`src/rtl/remc_pkg.sv`:
```
package remc_pkg;

    // APB configuration port
    localparam int ADDR_W = 4;
    localparam int DATA_W = 32;

    // Stream payload widths
    localparam int IN_TDATA_W  = 8;
    localparam int OUT_TDATA_W = 24;

    // Register indexes (byte address = 4 * index)
    localparam logic [1:0] REG_THRESHOLD   = 2'd0;
    localparam logic [1:0] REG_FIRST_STEP  = 2'd1;
    localparam logic [1:0] REG_SECOND_STEP = 2'd2;

    // Register reset values
    localparam logic [3:0] THRESHOLD_RST   = 4'd4;
    localparam logic [7:0] FIRST_STEP_RST  = 8'd1;
    localparam logic [7:0] SECOND_STEP_RST = 8'd5;

    // Menu state reset values
    localparam logic [7:0] FIRST_QTY_RST  = 8'd2;
    localparam logic [7:0] SECOND_QTY_RST = 8'd65;

    // Both phases high: the rest position of a detent
    localparam logic [1:0] PHASE_REST = 2'b11;

    // Detent codes, two bit signed
    localparam logic [1:0] DET_NONE = 2'b00;
    localparam logic [1:0] DET_CW   = 2'b01;
    localparam logic [1:0] DET_CCW  = 2'b11;

    // Accumulator saturation limits (9 bit working width)
    localparam logic signed [8:0] ACC_MAX = 9'sd127;
    localparam logic signed [8:0] ACC_MIN = -9'sd127;

    typedef struct packed {
        logic [3:0] threshold;
        logic [7:0] first_step;
        logic [7:0] second_step;
    } t_cfg;

    typedef struct packed {
        logic       kind;
        logic [1:0] phase;   // {a, b}
    } t_item;

    // Quadrature transition table, index {previous AB, current AB}
    function automatic logic signed [1:0] quad_delta(input logic [3:0] idx);
        logic signed [1:0] d;
        case (idx)
            4'd1, 4'd7, 4'd8, 4'd14:  d = -2'sd1;
            4'd2, 4'd4, 4'd11, 4'd13: d = 2'sd1;
            default:                  d = 2'sd0;
        endcase
        return d;
    endfunction

endpackage

```
`src/rtl/remc_cfg.sv`:
```
module remc_cfg (
    input  logic                          i_clk,
    input  logic                          i_rst_n,
    input  logic                          psel,
    input  logic                          penable,
    input  logic                          pwrite,
    input  logic [remc_pkg::ADDR_W-1:0]   paddr,
    input  logic [remc_pkg::DATA_W-1:0]   pwdata,
    output logic [remc_pkg::DATA_W-1:0]   prdata,
    output logic                          pready,
    output remc_pkg::t_cfg                o_cfg
);

    remc_pkg::t_cfg r_cfg;
    logic [1:0]     reg_idx;
    logic           wr_en;

    assign reg_idx = paddr[3:2];
    assign wr_en   = psel && penable && pwrite;
    assign pready  = 1'b1;
    assign o_cfg   = r_cfg;

    // Register writes on the access cycle
    always_ff @(posedge i_clk) begin
        if (!i_rst_n) begin
            r_cfg.threshold   <= remc_pkg::THRESHOLD_RST;
            r_cfg.first_step  <= remc_pkg::FIRST_STEP_RST;
            r_cfg.second_step <= remc_pkg::SECOND_STEP_RST;
        end else if (wr_en) begin
            unique case (reg_idx)
                remc_pkg::REG_THRESHOLD:   r_cfg.threshold   <= pwdata[3:0];
                remc_pkg::REG_FIRST_STEP:  r_cfg.first_step  <= pwdata[7:0];
                remc_pkg::REG_SECOND_STEP: r_cfg.second_step <= pwdata[7:0];
                default: ;
            endcase
        end
    end

    // Read back
    always_comb begin
        unique case (reg_idx)
            remc_pkg::REG_THRESHOLD:   prdata = {28'd0, r_cfg.threshold};
            remc_pkg::REG_FIRST_STEP:  prdata = {24'd0, r_cfg.first_step};
            remc_pkg::REG_SECOND_STEP: prdata = {24'd0, r_cfg.second_step};
            default:                   prdata = '0;
        endcase
    end

endmodule

```
`src/rtl/remc_quad.sv`:
```
module remc_quad (
    input  logic              i_clk,
    input  logic              i_rst_n,
    input  logic              i_fire,
    input  remc_pkg::t_item   i_item,
    input  logic [3:0]        i_threshold,
    output logic [1:0]        o_detent
);

    logic [1:0]        r_last_phase;
    logic signed [7:0] r_accum;
    logic signed [7:0] n_accum;

    logic signed [1:0] delta;
    logic signed [8:0] sum;
    logic signed [8:0] sat;
    logic [3:0]        thr;
    logic signed [8:0] thr_pos;
    logic signed [8:0] thr_neg;
    logic              at_rest;

    // Table step, add and saturate
    always_comb begin
        delta   = remc_pkg::quad_delta({r_last_phase, i_item.phase});
        sum     = {r_accum[7], r_accum} + {{7{delta[1]}}, delta};
        if (sum > remc_pkg::ACC_MAX) begin
            sat = remc_pkg::ACC_MAX;
        end else if (sum < remc_pkg::ACC_MIN) begin
            sat = remc_pkg::ACC_MIN;
        end else begin
            sat = sum;
        end
        thr     = (i_threshold == 4'd0) ? 4'd1 : i_threshold;
        thr_pos = $signed({5'd0, thr});
        thr_neg = -thr_pos;
        at_rest = (i_item.phase == remc_pkg::PHASE_REST);
    end

    // Detent decision; a button press never reports one
    always_comb begin
        o_detent = remc_pkg::DET_NONE;
        n_accum  = sat[7:0];
        if (!i_item.kind && at_rest && (sat >= thr_pos)) begin
            o_detent = remc_pkg::DET_CW;
            n_accum  = '0;
        end else if (!i_item.kind && at_rest && (sat <= thr_neg)) begin
            o_detent = remc_pkg::DET_CCW;
            n_accum  = '0;
        end
    end

    always_ff @(posedge i_clk) begin
        if (!i_rst_n) begin
            r_last_phase <= remc_pkg::PHASE_REST;
            r_accum      <= '0;
        end else if (i_fire && !i_item.kind) begin
            r_last_phase <= i_item.phase;
            r_accum      <= n_accum;
        end
    end

`ifndef SYNTH
    a_no_wrap: assert property (@(posedge i_clk) disable iff (!i_rst_n)
        r_accum != -8'sd128)
        else $error("accumulator left its saturation range");

    a_detent_at_rest: assert property (@(posedge i_clk) disable iff (!i_rst_n)
        i_fire && (o_detent != remc_pkg::DET_NONE) |-> (i_item.phase == remc_pkg::PHASE_REST))
        else $error("detent reported away from rest phase");

    a_clear_on_detent: assert property (@(posedge i_clk) disable iff (!i_rst_n)
        i_fire && (o_detent != remc_pkg::DET_NONE) |=> (r_accum == 8'sd0))
        else $error("accumulator not cleared after detent");
`endif

endmodule

```
`src/rtl/remc_menu.sv`:
```
module remc_menu (
    input  logic              i_clk,
    input  logic              i_rst_n,
    input  logic              i_fire,
    input  logic              i_kind,
    input  logic [1:0]        i_detent,
    input  remc_pkg::t_cfg    i_cfg,
    output logic              o_row,
    output logic              o_editing,
    output logic [7:0]        o_first_amount,
    output logic [7:0]        o_second_amount,
    output logic [1:0]        o_marks,
    output logic [1:0]        o_detent
);

    logic       r_sel_row;
    logic       r_edit;
    logic [7:0] r_first_qty;
    logic [7:0] r_second_qty;
    logic [1:0] r_marks;
    logic [1:0] r_detent;

    logic       n_sel_row;
    logic       n_edit;
    logic [7:0] n_first_qty;
    logic [7:0] n_second_qty;
    logic [1:0] n_marks;

    logic [1:0] row_bit;
    logic       cw;
    logic       ccw;

    assign row_bit = r_sel_row ? 2'b10 : 2'b01;
    assign cw      = (i_detent == remc_pkg::DET_CW);
    assign ccw     = (i_detent == remc_pkg::DET_CCW);

    // Next menu state for one item
    always_comb begin
        n_sel_row    = r_sel_row;
        n_edit       = r_edit;
        n_first_qty  = r_first_qty;
        n_second_qty = r_second_qty;
        n_marks      = r_marks;
        if (i_kind) begin
            // button: enter edit and clear mark, or toggle mark and leave
            if (!r_edit) begin
                n_edit  = 1'b1;
                n_marks = r_marks & ~row_bit;
            end else begin
                n_edit  = 1'b0;
                n_marks = r_marks ^ row_bit;
            end
        end else if (cw || ccw) begin
            if (!r_edit) begin
                n_sel_row = cw;
            end else if (!r_sel_row) begin
                n_first_qty = cw ? r_first_qty + i_cfg.first_step
                                 : r_first_qty - i_cfg.first_step;
            end else begin
                n_second_qty = cw ? r_second_qty + i_cfg.second_step
                                  : r_second_qty - i_cfg.second_step;
            end
        end
    end

    always_ff @(posedge i_clk) begin
        if (!i_rst_n) begin
            r_sel_row    <= 1'b0;
            r_edit       <= 1'b0;
            r_first_qty  <= remc_pkg::FIRST_QTY_RST;
            r_second_qty <= remc_pkg::SECOND_QTY_RST;
            r_marks      <= 2'b00;
            r_detent     <= remc_pkg::DET_NONE;
        end else if (i_fire) begin
            r_sel_row    <= n_sel_row;
            r_edit       <= n_edit;
            r_first_qty  <= n_first_qty;
            r_second_qty <= n_second_qty;
            r_marks      <= n_marks;
            r_detent     <= i_kind ? remc_pkg::DET_NONE : i_detent;
        end
    end

    // State registers double as the result payload
    assign o_row           = r_sel_row;
    assign o_editing       = r_edit;
    assign o_first_amount  = r_first_qty;
    assign o_second_amount = r_second_qty;
    assign o_marks         = r_marks;
    assign o_detent        = r_detent;

endmodule

```
`src/rtl/rotary_encoder_menu_control_core.sv`:
```
// Channel   Direction  Transfer payload
// s_*       in         tuser: kind; tdata: enc_a, enc_b
// m_*       out        tdata: row, editing, first_amount, second_amount, row_marks, detent
// APB       in/out     detent_threshold @0x0, first_step @0x4, second_step @0x8
//
// One item per cycle sustained while m_tready stays high; each input transfer passes
// through an input register, then table lookup, saturating add and menu update
// into the state/result registers.
// Synchronous active-low reset returns the menu, accumulator and registers to
// their defaults. A stalled result holds the pipeline; s_tready then follows
// m_tready combinationally so no bubble is lost.
module rotary_encoder_menu_control_core (
    input  logic                                i_clk,
    input  logic                                i_rst_n,
    // input stream
    input  logic                                i_s_tvalid,
    output logic                                o_s_tready,
    input  logic [remc_pkg::IN_TDATA_W-1:0]     i_s_tdata,   // [0] enc_a, [1] enc_b
    input  logic                                i_s_tuser,   // [0] kind
    // result stream
    output logic                                o_m_tvalid,
    input  logic                                i_m_tready,
    // [0] row, [1] editing, [9:2] first_amount, [17:10] second_amount,
    // [19:18] row_marks, [21:20] detent
    output logic [remc_pkg::OUT_TDATA_W-1:0]    o_m_tdata,
    // configuration
    input  logic                                psel,
    input  logic                                penable,
    input  logic                                pwrite,
    input  logic [remc_pkg::ADDR_W-1:0]         paddr,
    input  logic [remc_pkg::DATA_W-1:0]         pwdata,
    output logic [remc_pkg::DATA_W-1:0]         prdata,
    output logic                                pready
);

    remc_pkg::t_cfg  cfg;
    remc_pkg::t_item r_in;
    logic            r_in_valid;
    logic            r_out_valid;
    logic            fire;
    logic            s_xfer;
    logic [1:0]      detent;

    logic            row;
    logic            editing;
    logic [7:0]      first_amount;
    logic [7:0]      second_amount;
    logic [1:0]      marks;
    logic [1:0]      det_out;

    // Handshake: stage advances when the result slot is free or draining
    assign fire       = r_in_valid && (!r_out_valid || i_m_tready);
    assign o_s_tready = !r_in_valid || fire;
    assign s_xfer     = i_s_tvalid && o_s_tready;

    always_ff @(posedge i_clk) begin
        if (!i_rst_n) begin
            r_in_valid  <= 1'b0;
            r_out_valid <= 1'b0;
        end else begin
            r_in_valid <= s_xfer || (r_in_valid && !fire);
            if (fire) begin
                r_out_valid <= 1'b1;
            end else if (i_m_tready) begin
                r_out_valid <= 1'b0;
            end
        end
    end

    // Input payload register
    always_ff @(posedge i_clk) begin
        if (s_xfer) begin
            r_in.kind  <= i_s_tuser;
            r_in.phase <= {i_s_tdata[0], i_s_tdata[1]};
        end
    end

    remc_cfg u_cfg (
        .i_clk   (i_clk),
        .i_rst_n (i_rst_n),
        .psel    (psel),
        .penable (penable),
        .pwrite  (pwrite),
        .paddr   (paddr),
        .pwdata  (pwdata),
        .prdata  (prdata),
        .pready  (pready),
        .o_cfg   (cfg)
    );

    remc_quad u_quad (
        .i_clk       (i_clk),
        .i_rst_n     (i_rst_n),
        .i_fire      (fire),
        .i_item      (r_in),
        .i_threshold (cfg.threshold),
        .o_detent    (detent)
    );

    remc_menu u_menu (
        .i_clk           (i_clk),
        .i_rst_n         (i_rst_n),
        .i_fire          (fire),
        .i_kind          (r_in.kind),
        .i_detent        (detent),
        .i_cfg           (cfg),
        .o_row           (row),
        .o_editing       (editing),
        .o_first_amount  (first_amount),
        .o_second_amount (second_amount),
        .o_marks         (marks),
        .o_detent        (det_out)
    );

    assign o_m_tvalid = r_out_valid;
    assign o_m_tdata  = {2'b00, det_out, marks, second_amount, first_amount, editing, row};

endmodule
```
`config.mk`:
```
export PLATFORM = sky130hd
export DESIGN_NAME = rotary_encoder_menu_control_core
export DESIGN_NICKNAME = d
export VERILOG_FILES = /design/src/rtl/remc_pkg.sv /design/src/rtl/remc_cfg.sv /design/src/rtl/remc_quad.sv /design/src/rtl/remc_menu.sv /design/src/rtl/rotary_encoder_menu_control_core.sv
export SDC_FILE = /design/constraint.sdc
export NUM_CORES = 1
export LEC_CHECK = 0
export ABC_AREA = 0
export BUFFER_PORTS_ARGS = -buffer_cell sky130_fd_sc_hd__buf_4
export CAP_MARGIN = 20
export CORE_AREA = 2 2 139 73
export DETAILED_ROUTE_END_ITERATION = 6
export DIE_AREA = 0 0 141 75
export PLACE_DENSITY = 0.82
export SLEW_MARGIN = 10
export SYNTH_ARGS = -nofsm -noshare
export SYNTH_HDL_FRONTEND = slang
export SYNTH_SLANG_ARGS = --single-unit
export TNS_END_PERCENT = 20
```
`constraint.sdc`:
```
create_clock -name i_clk -period 6.2 [get_ports i_clk]
set_clock_uncertainty 0.05 [all_clocks]
set_input_delay 1.86 -clock i_clk [delete_from_list [all_inputs] [get_ports i_clk]]
set_output_delay 1.86 -clock i_clk [all_outputs]
set_load 0.05 [all_outputs]
```
After elaboration in Yosys (flattened, before gate mapping)
Memories as Yosys holds them, arrays and structs flattened.
Index checks and enable logic that the tools add are counted.
{"block": "totals", "ff_bits": 57, "rom_bits": 32, "inputBits": 52, "out_inout_bits": 59, "word_cells": 80, "mem_count": 1}
{"memory": "(no name shown)", "words": 16, "width": 2, "rd": 1, "rd_clocked_by_memory_dff": 0, "wr": 0, "line": "remc_pkg.sv:51", "source": "case (idx)"}
{"block": "classes", "n_addsub": 6, "n_lt_le_gt_ge": 4, "eq_ne": 5, "mux": 16, "bitwise_logic": 6, "n_reduce_logical": 27}
{"op": "2-to-1 mux 8 bit", "count": 4}
{"op": "case mux 8 bit (3 select lines)", "count": 1}
{"op": "2-to-1 mux 9 bit", "count": 2}
{"op": "adder 8 bit", "count": 2}
{"op": "subtractor 8 bit", "count": 2}
{"op": "2-to-1 mux 2 bit", "count": 5}
{"op": "AND reduction 5 bit", "count": 2}
{"op": "adder 8 x 2 -> 9 bit", "count": 1}
{"op": "greater-or-equal comparator 9 x 5 -> 1 bit", "count": 1}
{"op": "greater-than comparator 9 x 8 -> 1 bit, second input constant", "count": 1}
{"op": "less-or-equal comparator 9 bit", "count": 1}
{"op": "logical AND 1 bit", "count": 9}
{"op": "less-than comparator 9 x 8 -> 1 bit, second input constant", "count": 1}
{"op": "negator 4 -> 9 bit", "count": 1}
{"op": "AND reduction 2 bit", "count": 4}
{"op": "equality test 2 bit, second input constant", "count": 3}
{"op": "equality test 2 x 1 -> 1 bit, second input constant", "count": 2}
{"op": "zero test 1 bit", "count": 4}
{"op": "zero test 4 bit", "count": 1}
{"op": "logical OR 1 bit", "count": 4}
{"op": "2-to-1 mux 4 bit", "count": 1}
{"op": "AND reduction 4 bit", "count": 1}
{"op": "2-to-1 mux 1 bit", "count": 3}
{"op": "inverter 1 bit", "count": 3}
{"op": "other kinds (5)", "count": 5}

Longest topological paths before layout
Gate-level depths: netlist (run 1).
An unclocked memory read counts as a cell.
{"block": "depth", "depth_word": 12, "depth_mapped": 31}

Cells and area by module
Synthesis (run 1) repeated with hierarchy kept, for this count alone.
{"block": "unflattened", "hier_cells": 511, "area_unflattened_um2": 4453.0}
{"module": "remc_menu", "n_inst": 1, "cells_each": 197, "area_per_inst_um2": 1667.8, "seq_area_each_um2": 440.4}
{"module": "remc_quad", "n_inst": 1, "cells_each": 170, "area_per_inst_um2": 1420.1, "seq_area_each_um2": 200.2}
{"module": "remc_cfg", "n_inst": 1, "cells_each": 127, "area_per_inst_um2": 1137.3, "seq_area_each_um2": 400.4}
{"module": "rotary_encoder_menu_control_core", "n_inst": 1, "cells_each": 17, "area_per_inst_um2": 227.7, "seq_area_each_um2": 130.1}

Worst setup path after synthesis (run 1)
Ideal clock, no wire load.
{"block": "synth_path", "path_type": "reg2reg", "from": "register r_in[0] (netlist bit)", "to": "register u_menu.r_first_qty[7] (netlist: u_menu.o_first_amount[7])", "setup_time_ns": 0.135, "t_arrival_ns": 6.183, "required_time_ns": 6.015, "path_slack_ns": -0.168, "stages_incl_launch_ff": 26, "period_less_slack_ns": 6.368, "path_cell_list": "edfxtp_1 inv_1 ha_1 mux4_2 ha_1 a21o_4 or3_4 a22o_4 or4b_4 nand3_1 a21oi_2 ha_1 nand2b_1 a2111oi_0 nor3_1 nor3_1 a21oi_1 mux2_2 ha_1 a21o_1 a211oi_1 o21ai_0 a21o_1 and3b_1 mux2i_1 o2111ai_2"}
{"block": "synth_via", "elab_chain_len": 12, "word_cells_on_any_way": 19, "cone_classes": "add/sub (1); order compare (4); eq/ne (3); mux (5); reduce/logical (5); memory (1)"}
{"element": "from (decl)", "line": "rotary_encoder_menu_control_core.sv:37", "source": "remc_pkg::t_item r_in;"}
{"element": "memory read (16 x 2 bit)"}
{"element": "adder 8 x 2 -> 9 bit", "line": "remc_quad.sv:25", "source": "sum = {r_accum[7], r_accum} + {{7{delta[1]}}, delta};"}
{"element": "less-than comparator 9 x 8 -> 1 bit", "line": "remc_quad.sv:28", "source": "end else if (sum < remc_pkg::ACC_MIN) begin"}
{"element": "2-to-1 mux 9 bit", "line": "remc_quad.sv:28"}
{"element": "2-to-1 mux 9 bit", "line": "remc_quad.sv:26", "source": "if (sum > remc_pkg::ACC_MAX) begin"}
{"element": "less-or-equal comparator 9 bit", "line": "remc_quad.sv:46", "source": "end else if (!i_item.kind && at_rest && (sat <= thr_neg)) begin"}
{"element": "logical AND 1 bit", "line": "remc_quad.sv:46"}
{"element": "2-to-1 mux 2 bit", "line": "remc_quad.sv:46"}
{"element": "2-to-1 mux 2 bit (*)", "line": "remc_quad.sv:43", "source": "if (!i_item.kind && at_rest && (sat >= thr_pos)) begin"}
{"element": "equality test 2 x 1 -> 1 bit / equality test 2 bit (equally long branches)", "line": "remc_menu.sv:34, remc_menu.sv:35"}
{"element": "logical OR 1 bit", "line": "remc_menu.sv:53", "source": "end else if (cw || ccw) begin"}
{"element": "AND reduction 5 bit (no line)"}
{"element": "to (signal assigned)", "line": "remc_menu.sv:70", "source": "r_first_qty <= remc_pkg::FIRST_QTY_RST;"}
{"element": "to (signal assigned)", "line": "remc_menu.sv:77", "source": "r_first_qty <= n_first_qty;"}
{"element": "to (decl)", "line": "remc_menu.sv:18", "source": "logic [7:0] r_first_qty;"}
Mark *: on every way between the ends. The rest lies on a longest branch, timed or not.
A chain may end at the register's enable or synchronous reset.

Worst setup path in the final report (run 1)
{"block": "layout_path", "from": "register r_in[1] (netlist bit)", "to": "register u_menu.r_first_qty[7] (netlist: u_menu.o_first_amount[7])"}
Same word-level chain as after synthesis.

==> results.md, run 1 <==
Route:
- The detailed router finished its first iteration with around 320 violations.
- The count of nets left with antenna violations once routing finished came out at 0.
- The routed length per instance is approximately 16 um.
- The via count of the routed design is approximately 4200.
- The wire length reported by the detailed router is ~12000 um.
- The number of design rule violations left after detail routing is 0.
- The first detailed-routing pass ran for 5 iterations.
- Dividing the detail-routed via count by the number of cells gives around 5.6.

Layout:
- The number of inserted diodes is 0.
- The count of placed standard cells in the final layout, fillers left out is 749.
- In the layout the commonest cells are buf_4 (107), dfxtp_1 (54), nor2_1 (48).
- At the end of the flow, the number of nets in the layout was ~720.
- The proportion of layout cells with a drive suffix above 1 is 0.314.
- The final standard cell utilization of the core is 0.634.
- The finished cells cover 5890 um2.
- From synthesis to final layout, the design area changed by 30.4%.
- Leaving out fill and tap cells, the most frequent cell in the layout is buf_4.

Timing:
- Setup repair after global routing could not meet its margin everywhere.
- The final number of setup-violating endpoints is 3.
- In the finished design, the share of the clock period the worst path needs comes to 1.03.
- Measured against its own limit, the worst slew margin works out to 0.377.
- The aggregate negative setup slack is -375 ps.
- The number of max-slew violations in the final report was 0.
- At the pin with the least slew margin, the transition time is approximately 930 ps.
- The number of hold-slack violations in the final timing report was 0.
- Counting I/O delays and the setup requirement, the final critical path takes around 6400 ps.
- Timing would allow up to ~0.16 GHz.
- In the post-route analysis, the smallest setup slack over all paths is -180 ps.

Yosys:
- The mean cell area of the mapped netlist is around 8.6 um2.
- Sorting the synthesized cells by area gives the leading types as dfxtp_1 (24%), ha_1 (12%), mux2i_1 (5.8%).
- Of all flip-flops after synthesis, the portion carrying an async set or reset was 0.
- Of the post-synthesis cell area, the dominant cell type holds 0.240.
- Synthesis produced a netlist whose cell count is ~520.
- The number of flops mapped to enable cells by yosys is 3.
- The summed instance area of the synthesized netlist is ~4500 um2.
- The count of state elements after synthesis is 57.
- The fraction of the yosys area taken by sequential cells is 0.259.
- The total of warnings raised by yosys is 0.
- The synthesized netlist contains 73 unique library cells.
- dfxtp_1 takes more of the synthesized area than any other cell.
- The predominant post-synthesis flop cell is dfxtp_1.

Clock network:
- After clock tree synthesis, the clock-pin slew on the worst setup and hold paths is around 50 ps.
- The CTS tree is done.
- After clock tree synthesis, the flow added hold-fix buffers numbering 0.
- The CTS buffer count is 9.
- The later pin in the worst-skew pair is clocked with a latency of about 330 ps.
- The H-tree was split into 3 levels.
- In this run the deepest clock path goes through 2 buffers.
- CTS placed an instance of clkbuf_16 at the clock tree root.
- The clock sink count is 57.

Pwr:
- The completed layout was analyzed and its total power is roughly 1.3 mW.
- Of the total power, the clock network draws 0.346.
- The portion of total power attributed to sequential cells is 0.303.
- The internal power summed over all cells is around 0.84 mW.
- Dividing total power by cell area gives a power density of roughly 220 nW/um2.
- Across the VDD grid, the largest voltage drop is around 0.00013 V.
- For this design the total switching power over the nets is between 0.4 and 0.5 mW.
- The combinational fraction of design power is 0.351.
- For this design the static power due to leakage is about 2.5 nW.
- The switching part of the total power is 0.340.

Setup path:
- For the worst setup path, the data arrival time is around 6600 ps.
- In this run the worst path has a maximum fanout of 5.
- The start-to-end type of the worst setup path is reg2reg.
- Data on the critical path is required at its endpoint by 6400 ps.
- On the worst path, the slowest cell contributes a delay of 580 ps.
- For this design, the slowest cell found on the critical path is mux4_2.
- The critical path launch point type is a flip-flop.
- The critical path capture point type is a flip-flop.

Die:
- The area of the die is roughly 11000 um2.
- The initial core utilization is 0.486.
- The die is 75 um tall.
- The width of the die is 141 um.
- The placeable core area is 9290 um2.
- After floorplanning, the core was divided into 25 placement rows.
- The number of primary I/O pins is between 100 and 150.

GRT:
- The number of global-route vias before repair came to between 4000 and 5000.
- Entering global routing, the biggest net connects 36 pins.
- The first global-routing pass estimated between 15000 and 20000 um of wire.
- Across every metal layer, demand over resource in global routing totals 0.225.
- In the global route stage, met1 resource usage came out at 0.267.
- The global routing met2 resource utilization is 0.408.
- The busiest layer in global routing is met2.
- The total congestion overflow is 0.
- For this run, global-route usage on met3 was measured as 0.0483.
- The initial antenna violation count was 0.

Place:
- The congestion estimate from routability-driven global placement came to 0.850.
- The number of placed instances with taps included is just over 700.
- The half-perimeter wire length after placement is approximately 8100 um.
- The number of buffers inserted by port buffering is 51.
- The placed standard-cell area is between 5000 and 6000 um2.

Run status:
- The flow ran to the end, but the final reports show violations.
- The checks that failed: negative setup slack.

Flow run:
- The tool flagged a number of max-cap violations equal to 0.

Worst hold path:
- The worst min-delay path class is reg2reg.
## synth_stat cells (all sizes together), types with 4 or more instances
| cell | number |
|---|---|
| xnor2 | 16 |
| nor3 | 12 |
| or3 | 4 |
| nand3 | 26 |
| buf | 37 |
| a211oi | 8 |
| o21ai | 28 |
| mux2i | 26 |
| xor2 | 14 |
| nor2 | 51 |
| nand2 | 26 |
| ha | 45 |
| a22o | 5 |
| inv | 26 |
| clkbuf | 12 |
| nor2b | 4 |
| nor3b | 5 |
| a21o | 8 |
| and3 | 4 |
| a21oi | 40 |
| dfxtp | 54 |
| o211ai | 5 |
| nand3b | 4 |
## logic make-up (layout without fill, tap and decap cells)
group	count (synthesis)	in the layout	synth area share
compound gates	119	119	0.191
xor+xnor	30	30	0.0615
fa+ha+maj	51	51	0.145
buf+inv	76	155	0.0948
flops	57	57	0.259
mux	29	29	0.0676
other cells	2	28	0.00166
simple gates	159	159	0.179
## power by group through the flow
stage | clock (mW) | combinational, mW | sequential [mW]
final | 0.441 | 0.449 | 0.388
after global routing | 0.457 | 0.484 | 0.388
after CTS | 0.443 | 0.410 | 0.387
after detailed placement | 0 | 0.380 | 0.394
after global placement | 0 | 0.369 | 0.394
after floorplan | 0 | 0.283 | 0.394
## routing by layer
| metal | vias up | wire length (um) |
|---|---|---|
| met2 | 119 | 5840 |
| li1 | 2023 | - |
| met1 | 2010 | 5260 |
| met3 | 29 | 452 |
| met4 | 0 | 330 |
| met5 | - | 0 |
## stage by stage
stage / worst slack (ps) / hold WS, ps
floorplan: 31.4 / 386
global placement: -132 / 392
CTS: -86.2 / 409
global route: -350 / 456
detailed placement: -261 / 397
finish: -180 / 404
## worst max-delay path: cells and delay by family (launching register included)
| family | cells | cell delay (ps) |
|---|---|---|
| AOI/OAI and AO/OA | 9 | 1510 |
| adders and majority gates | 4 | 880 |
| DFF | 1 | 440 |
| muxes | 1 | 580 |
| xor gates and xnor gates | 1 | 220 |
| and+or+nand+nor | 8 | 2130 |
| buffers and inverters | 3 | 480 |
## area by class of cell
| class | count | area [um2] |
|---|---|---|
| fillers | 724 | 3400 |
| clock inverters | 6 | 35.0 |
| inverters | 26 | 97.6 |
| clock buffers | 10 | 229 |
| flip-flops and latches | 57 | 1170 |
| well taps | 121 | 151 |
| multi-input cells | 416 | 3320 |
| repair buffers | 113 | 882 |
## registers in the layout, summed over array words and instances, names as in the netlist
| register | cells |
|---|---|
| u_menu.o_second_amount | 8 |
| u_menu.o_first_amount | 8 |
| r_in | 3 |
| u_menu.o_detent | 2 |
| u_menu.o_editing | 1 |
| r_in_valid | 1 |
| o_m_tvalid | 1 |
| u_menu.o_row | 1 |
| u_cfg.o_cfg | 20 |
| u_menu.o_marks | 2 |
| u_quad.r_last_phase | 2 |
| u_quad.r_accum | 8 |
## repair_timing
item,4_1_cts,5_1_grt
endpoints found under the setup margin,8,10
resized for setup,25,25
pin swaps,32,13
gates cloned,1,0
endpoints found under the hold margin,0,0
buffers inserted,8,5
## path summary, 6_finish.rpt
kind	start	to	slack [ps]	cells after the start
max reg2reg	r_in[1]	u_menu.o_first_amount[7]	-180	26
min reg2reg	u_quad.r_accum[7]	u_quad.r_accum[7]	400	2
max	r_in[1]	u_menu.o_first_amount[7]	-180	26
min	u_quad.r_accum[7]	u_quad.r_accum[7]	400	2
No activity file was read; power rests on OpenSTA's default activity.
==> run 2, diff against run 1 <==
- PLACE_DENSITY: 0.82 -> default
- PLACE_DENSITY_LB_ADDON: default -> 0.3
- RECOVER_POWER: default -> 100
==> results.md, run 2 (same netlist as run 1, synthesis figures left out) <==
Pwr:
- Summed over all nets, the switching power comes to around 0.42 mW.
- For this design the static power due to leakage is around 2.4 nW.
- Of the total power, the share spent switching nets is 0.320.
- Overall power consumption after layout is estimated at approximately 1.3 mW.
- The power density over cell area is 227 nW/um2.
- The combinational fraction of design power is 0.333.
- The clock group share of total power is 0.372.
- The peak supply drop is about 0.00014 V.
- The internal power summed over all cells is between 0.8 and 0.9 mW.
- The portion of total power attributed to sequential cells is 0.295.

Timing:
- Derived from the worst setup path, the maximum achievable clock frequency is ~0.15 GHz.
- Setup violations remaining at the end of the flow were counted as 6.
- Setup slack on the critical path of the routed design comes to -267 ps.
- The number of hold-slack violations in the final timing report came to 0.
- In this run the tightest slew margin relative to its limit is -0.300.
- The measured slew at the worst slew-check pin is between 1500 and 2000 ps.
- The shortest period the worst path allows is approximately 6500 ps.
- Setup repair after global routing could not meet its margin everywhere.
- In the finished design, the share of the clock period the worst path needs comes to 1.04.
- The aggregate negative setup slack is -816 ps.
- The number of max-slew violations in the final report came to 42.

Die:
- The width of the die is around 140 um.
- The initial core utilization is 0.486.
- In this run the vertical extent of the chip is about 75 um.
- The floorplan step defined a die boundary enclosing ~11000 um2.
- The placeable core area is between 9000 and 10000 um2.
- In this run the count of I/O pins placed on the die edge is 111.
- In this run the core area contains 25 standard-cell rows.

GRT:
- Entering global routing, the biggest net connects 42 pins.
- The initial antenna violation count is 0.
- The wire length of the first global-routing pass is 18000 um.
- The number of global-route vias before repair is between 3000 and 4000.
- Across every metal layer, demand over resource in global routing totals 0.217.
- The total congestion overflow is 0.

Clock network:
- In this run the number of H-tree levels came out at 3.
- The clock reaches the later pin of the worst-skew pair after between 300 and 400 ps.
- The CTS tree is done.
- The buffer levels on the longest clock path is 2.
- Hold repair after CTS inserted 0 buffers.
- The clock tree root driver cell is clkbuf_16.
- Counting every sink on the clock net gives 57.
- Clock tree synthesis inserted a total of 9 buffers.
- The clock slew at the register clock pins of the worst setup and hold paths is 50 ps.

Place:
- Input and output buffers added on the ports amount to 51.
- Routability-driven placement finished with a final weighted congestion of approximately 0.84.
- The number of placed instances with taps included is around 720.
- The placed standard-cell area is 5290 um2.
- The half-perimeter wire length after placement is about 8200 um.

Run status:
- The run finished, with violations left.
- The checks that failed: max-capacitance violations, max-slew violations, negative setup slack.

Route:
- For this run, the detailed router's first-pass iteration total came to 5.
- In the routed design, unresolved DRC markers number 0.
- The final route contains between 4000 and 5000 vias.
- The ratio of routed vias to standard cells is between 5 and 6.
- The first routing iteration left about 180 violations.
- Wires add up to 11500 um.
- In this run the remaining antenna-violating nets after routing total 0.
- The routed length per instance is around 15 um.

Layout:
- The final-stage net count is roughly 730.
- The final standard cell utilization of the core is 0.621.
- The count of placed standard cells in the final layout, fillers left out is 757.
- The finished layout cell area is 5770 um2.
- Of the cells placed in the final design, the portion with a size suffix greater than 1 is 0.264.
- 0 antenna diodes ended up in the layout.
- In the layout the commonest cells are buf_4 (78), dfxtp_1 (54), nor2_1 (45).
- The layout has 812 filler cells.
- The flip-flop count of the largest register, all copies and words added is 20.
- The library cell used most frequently in the layout, excluding fill and tap cells, is buf_4.
- The synthesis-to-finish area growth is 27.8%.

Setup path:
- The critical-path maximum fanout is 5.
- At the worst endpoint, the arrival time is between 6000 and 7000 ps.
- The kind of cell with the highest combined delay along the critical path is simple AND/OR/NAND/NOR gates.
- By startpoint and endpoint, the worst setup path is classified as reg2reg.
- The critical path launch point type is a flip-flop.
- The total buffers and inverters traversed by the critical path is 1.
- The required time at the worst-slack endpoint is 6350 ps.
- The largest single stage delay on the critical path is a little under 600 ps.
- The most repeated library cell on the critical path is ha_1.
- The slowest cell on the critical path is mux4_2.
- STA classifies the critical path endpoint as a flip-flop.

Flow run:
- The number of violations of the max-capacitance limit is 1.

Worst hold path:
- The worst min-delay path class is reg2reg.
run 2: cell types whose count changed in the layout (fill, tap and decap cells not counted), moves of 4 or more:
cell | before | now
ha_1 | 28 | 33
o21ai_2 | 0 | 4
nor2_2 | 1 | 5
buf_4 | 107 | 78
clkbuf_1 | 1 | 39
clkbuf_4 | 0 | 5
run 2: path summary, 6_finish.rpt:
kind | start | end | slack (ps) | depth (start not counted)
setup / recovery | r_in[0] | u_menu.o_first_amount[7] | -270 | 25
hold / removal | u_menu.o_detent[1] | u_menu.o_detent[1] | 400 | 2
setup reg to reg | r_in[0] | u_menu.o_first_amount[7] | -270 | 25
hold reg to reg | u_menu.o_detent[1] | u_menu.o_detent[1] | 400 | 2
run 2: layer usage:
layer  wire [um]  GRT usage
met1        5100      0.259
met2        5580      0.398
met3         580     0.0477
met4         231     0.0733
met5           0          0
run 2: area by class of cell:
cell class | count | area, um2 | share of cell area
clock buffers | 13 | 250 | 0.0434
multi-input cells | 416 | 3270 | 0.567
clock inverters | 3 | 40.0 | 0.00694
repair buffers | 121 | 790 | 0.137
inverters | 26 | 97.6 | 0.0169
well taps | 121 | 151 | 0.0262
flip-flops and latches | 57 | 1170 | 0.203
run 2: tightest hold or removal path, stage by stage (launching register included):
cell and delay [ps]:
dfxtp_1 300, nand2_1 50, a21oi_1 50
run 2: power groups by stage:
stage	Sequential, mW	Combinational (mW)	Clock, mW
2_1_floorplan	0.394	0.283	0
3_3_place_gp	0.394	0.373	0
3_5_place_dp	0.394	0.381	0
4_1_cts	0.387	0.413	0.494
5_1_grt	0.388	0.474	0.511
6_report	0.387	0.437	0.487
run 2: timing repair:
item,4_1_cts,5_1_grt
buffers inserted,10,7
endpoints found under the setup margin,8,9
resized for setup,18,27
pin swaps,25,28
cloned,0,0
run 2: stage by stage:
step	hold slack (ps)	worst slack, ps
after global placement	390	-183
after floorplan	386	31.4
after detailed placement	397	-284
after CTS	403	-86.0
final	404	-267
after global routing	440	-459
==> run 3, diff against run 2 <==
- ABC_AREA: 0 -> 1
- CORE_AREA: 2 2 139 73 -> 2 2 136 72
- DIE_AREA: 0 0 141 75 -> 0 0 138 74
==> results.md, run 3 <==
Run status:
- The run finished with clean final reports.

Setup path:
- The slowest cell on the critical path is edfxtp_1.
- The critical path's largest stage delay is approximately 440 ps.
- The critical path capture point type is a flip-flop.
- The critical-path maximum fanout is 8.
- The most numerous cell type found on the critical path is nand2_2.
- At the worst endpoint, the arrival time is just over 6000 ps.
- The worst setup path is of the reg2reg kind.
- The required time at the worst-slack endpoint is 6370 ps.
- STA classifies the critical path startpoint as a flip-flop.

Yosys:
- The count of unique library cells instantiated by Yosys is 38.
- The share of synthesized area in the top cell type comes to 0.250.
- The most frequently used cell type in the post-synthesis netlist is nand2_1.
- Sorting the synthesized cells by how often they occur yields nand2_1 (145), inv_1 (96), a21oi_1 (62).
- After synthesis, the share of flip-flops with an asynchronous set or reset is 0.
- For this run, the number of Yosys warnings is 0.
- The average instance in the mapped netlist occupies approximately 6.9 um2.
- The count of state elements after synthesis is 57.
- After synthesis the cells add up to about 4300 um2.
- Of all cell types, the one taking the most synthesized area is dfxtp_1.
- The fraction of the yosys area taken by sequential cells is 0.271.
- Sorting the synthesized cells by area gives the leading types as dfxtp_1 (25%), ha_1 (13%), nand2_1 (13%).
- The cell count after synthesis came out at 622.
- The predominant post-synthesis flop cell is dfxtp_1.
- The number of flops mapped to enable cells by yosys is 3.

Pwr:
- The power consumption is approximately 1.3 mW.
- Power spread over the standard cell area amounts to 239 nW/um2.
- The static leakage is between 2 and 3 nW.
- VDD sags by at most around 0.00014 V.

Place:
- The number of placed instances with taps included is around 810.
- The number of buffers inserted by port buffering is 51.
- The last weighted congestion value of the routability-driven placer is ~0.94.
- The post-placement setup slack is 93.8 ps.
- The half-perimeter wire length after placement is roughly 9000 um.

Clock network:
- After clock tree synthesis, the clock-pin slew on the worst setup and hold paths is 50 ps.
- The buffer levels on the longest clock path is 2.
- TritonCTS built the clock tree.
- The H-tree was split into 3 levels.
- In this run, CTS created clock tree buffers numbering 9.
- The clock tree root driver cell is clkbuf_16.
- For this design, the sink count on the clock tree is between 50 and 60.
- The clock latency reported for the late side of the worst-skew pair is approximately 340 ps.
- The total of hold buffers inserted after clock tree synthesis is 0.

Layout:
- The register with the most flip-flops in the layout has 20 of them.
- Once layout is complete, the utilization of the core stands at 0.618.
- The final-stage net count is around 800.
- The library cells used most frequently in the layout, excluding fill and tap cells, are nand2_1 (126), inv_1 (86), buf_4 (76).
- The repair_antennas step left the layout with diodes totalling 0.
- Once layout is complete, the cells apart from fillers number 830.
- Leaving out fill and tap cells, the most frequent cell in the layout is nand2_1.
- In the final layout, the share of cells above drive strength 1 is 0.257.
- The area growth from synthesis to layout is 29.7%.

Die:
- The die covers slightly above 10000 um2.
- The region available for standard cell placement spans between 9000 and 10000 um2.
- The initial core utilization is 0.476.
- The width of the die is 138 um.
- The die span in y is 74 um.
- approximately 110 I/O pins were placed.
- After floorplanning, the core was divided into 25 placement rows.

Route:
- The final route contains ~4300 vias.
- The DRC marker count from the first detailed-route iteration is 308.
- Wires add up to between 10000 and 15000 um.
- The number of detailed-routing iterations run before antenna repair is 5.
- Once detail routing completed, the nets flagged for antenna violations numbered 0.
- Dividing the detail-routed via count by the number of cells gives around 5.2.
- After detailed routing, the number of remaining DRC violations is 0.
- In the final routed layout, each cell accounts on average for around 15 um.

Timing:
- Once routing completed, OpenROAD measured the worst setup slack at between 200 and 300 ps.
- At the pin with the least slew margin, the transition time is 879 ps.
- Setup repair after global routing could not meet its margin everywhere.
- Headroom to the max-slew limit came out at 0.413.
- Setup violations remaining at the end of the flow were counted as 0.
- The fraction of the cycle the final worst path needs is 0.959.
- The shortest period the worst path allows is a little under 6000 ps.
- Derived from the worst setup path, the maximum achievable clock frequency is about 0.17 GHz.
- The number of hold-slack violations in the final timing report is 0.
- The number of max-slew violations in the final report is 0.

GRT:
- The first global-routing pass estimated roughly 19000 um of wire.
- The initial antenna violation count is 0.
- The overall fraction of global-route tracks in use is 0.229.
- The number of global-route vias before repair is approximately 3800.
- The largest net degree at the start of global routing is 31.
- The total overflow left after global routing is 0.

Worst hold path:
- The worst min-delay path class is reg2reg.

Flow run:
- Across the run, the number of max-cap violations was 0.
[run 3: timing repair]
item / CTS / global route
resized for setup: 0 / 83
buffers inserted: 0 / 10
setup endpoints to repair: 0 / 8
[run 3: where the power goes]
group,switching (mW),internal [mW]
sequential,0.00993,0.379
clock,0.175,0.372
combinational,0.251,0.153
total,0.435,0.903
[run 3: layout make-up]
| cell class | count | area, um2 |
|---|---|---|
| clock inverter | 5 | 77.6 |
| multi-input combinational | 455 | 2960 |
| sequential | 57 | 1170 |
| clock buffer | 11 | 253 |
| fill | 811 | 3470 |
| inverter | 99 | 377 |
| timing repair buffer | 82 | 616 |
| tap | 121 | 151 |
[run 3: metal layers]
metal | part of all wire | GRT usage | up-vias
met5 | 0 | 0 | -
met2 | 0.41 | 0.328 | 196
li1 | - | - | 2124
met1 | 0.49 | 0.338 | 1945
met4 | 0.0080 | 0.0420 | 0
met3 | 0.094 | 0.0760 | 15
[run 3: kinds of logic (layout without fill, tap and decap cells)]
group	count (synthesis)	after routing	share of synthesized area
AND/OR/NAND/NOR	244	244	0.250
other	2	28	0.00174
buffers and inverters	136	197	0.144
XOR/XNOR	23	23	0.0466
AO/OA/AOI/OAI	112	112	0.142
flip-flops	57	57	0.271
adder cells (fa/ha/maj)	48	48	0.144
[run 3: per-stage QoR]
step	instance area [um2]	setup TNS, ps	hold slack, ps
final	5600	0	439
after global routing	5600	-251	457
after CTS	5200	0	433
after detailed placement	4870	0	426
after global placement	4870	0	413
after floorplan	4420	0	400
[run 3: final timing paths]
path,from,endpoint,slack (ps),depth (start not counted)
setup reg to reg,r_in[0],u_menu.o_first_amount[7],260,43
setup / recovery,r_in[0],u_menu.o_first_amount[7],260,43
hold / removal,u_menu.o_second_amount[5],u_menu.o_second_amount[5],440,2
hold reg to reg,u_menu.o_second_amount[5],u_menu.o_second_amount[5],440,2
[run 3: critical path: cells and delay by family (launching register included)]
kind	cells	cell delay (ps)
buffers and inverters	7	570
DFF	1	440
xor gates and xnor gates	1	140
AOI/OAI and AO/OA	8	1160
and+or+nand+nor	23	2400
adders and majority gates	4	1060
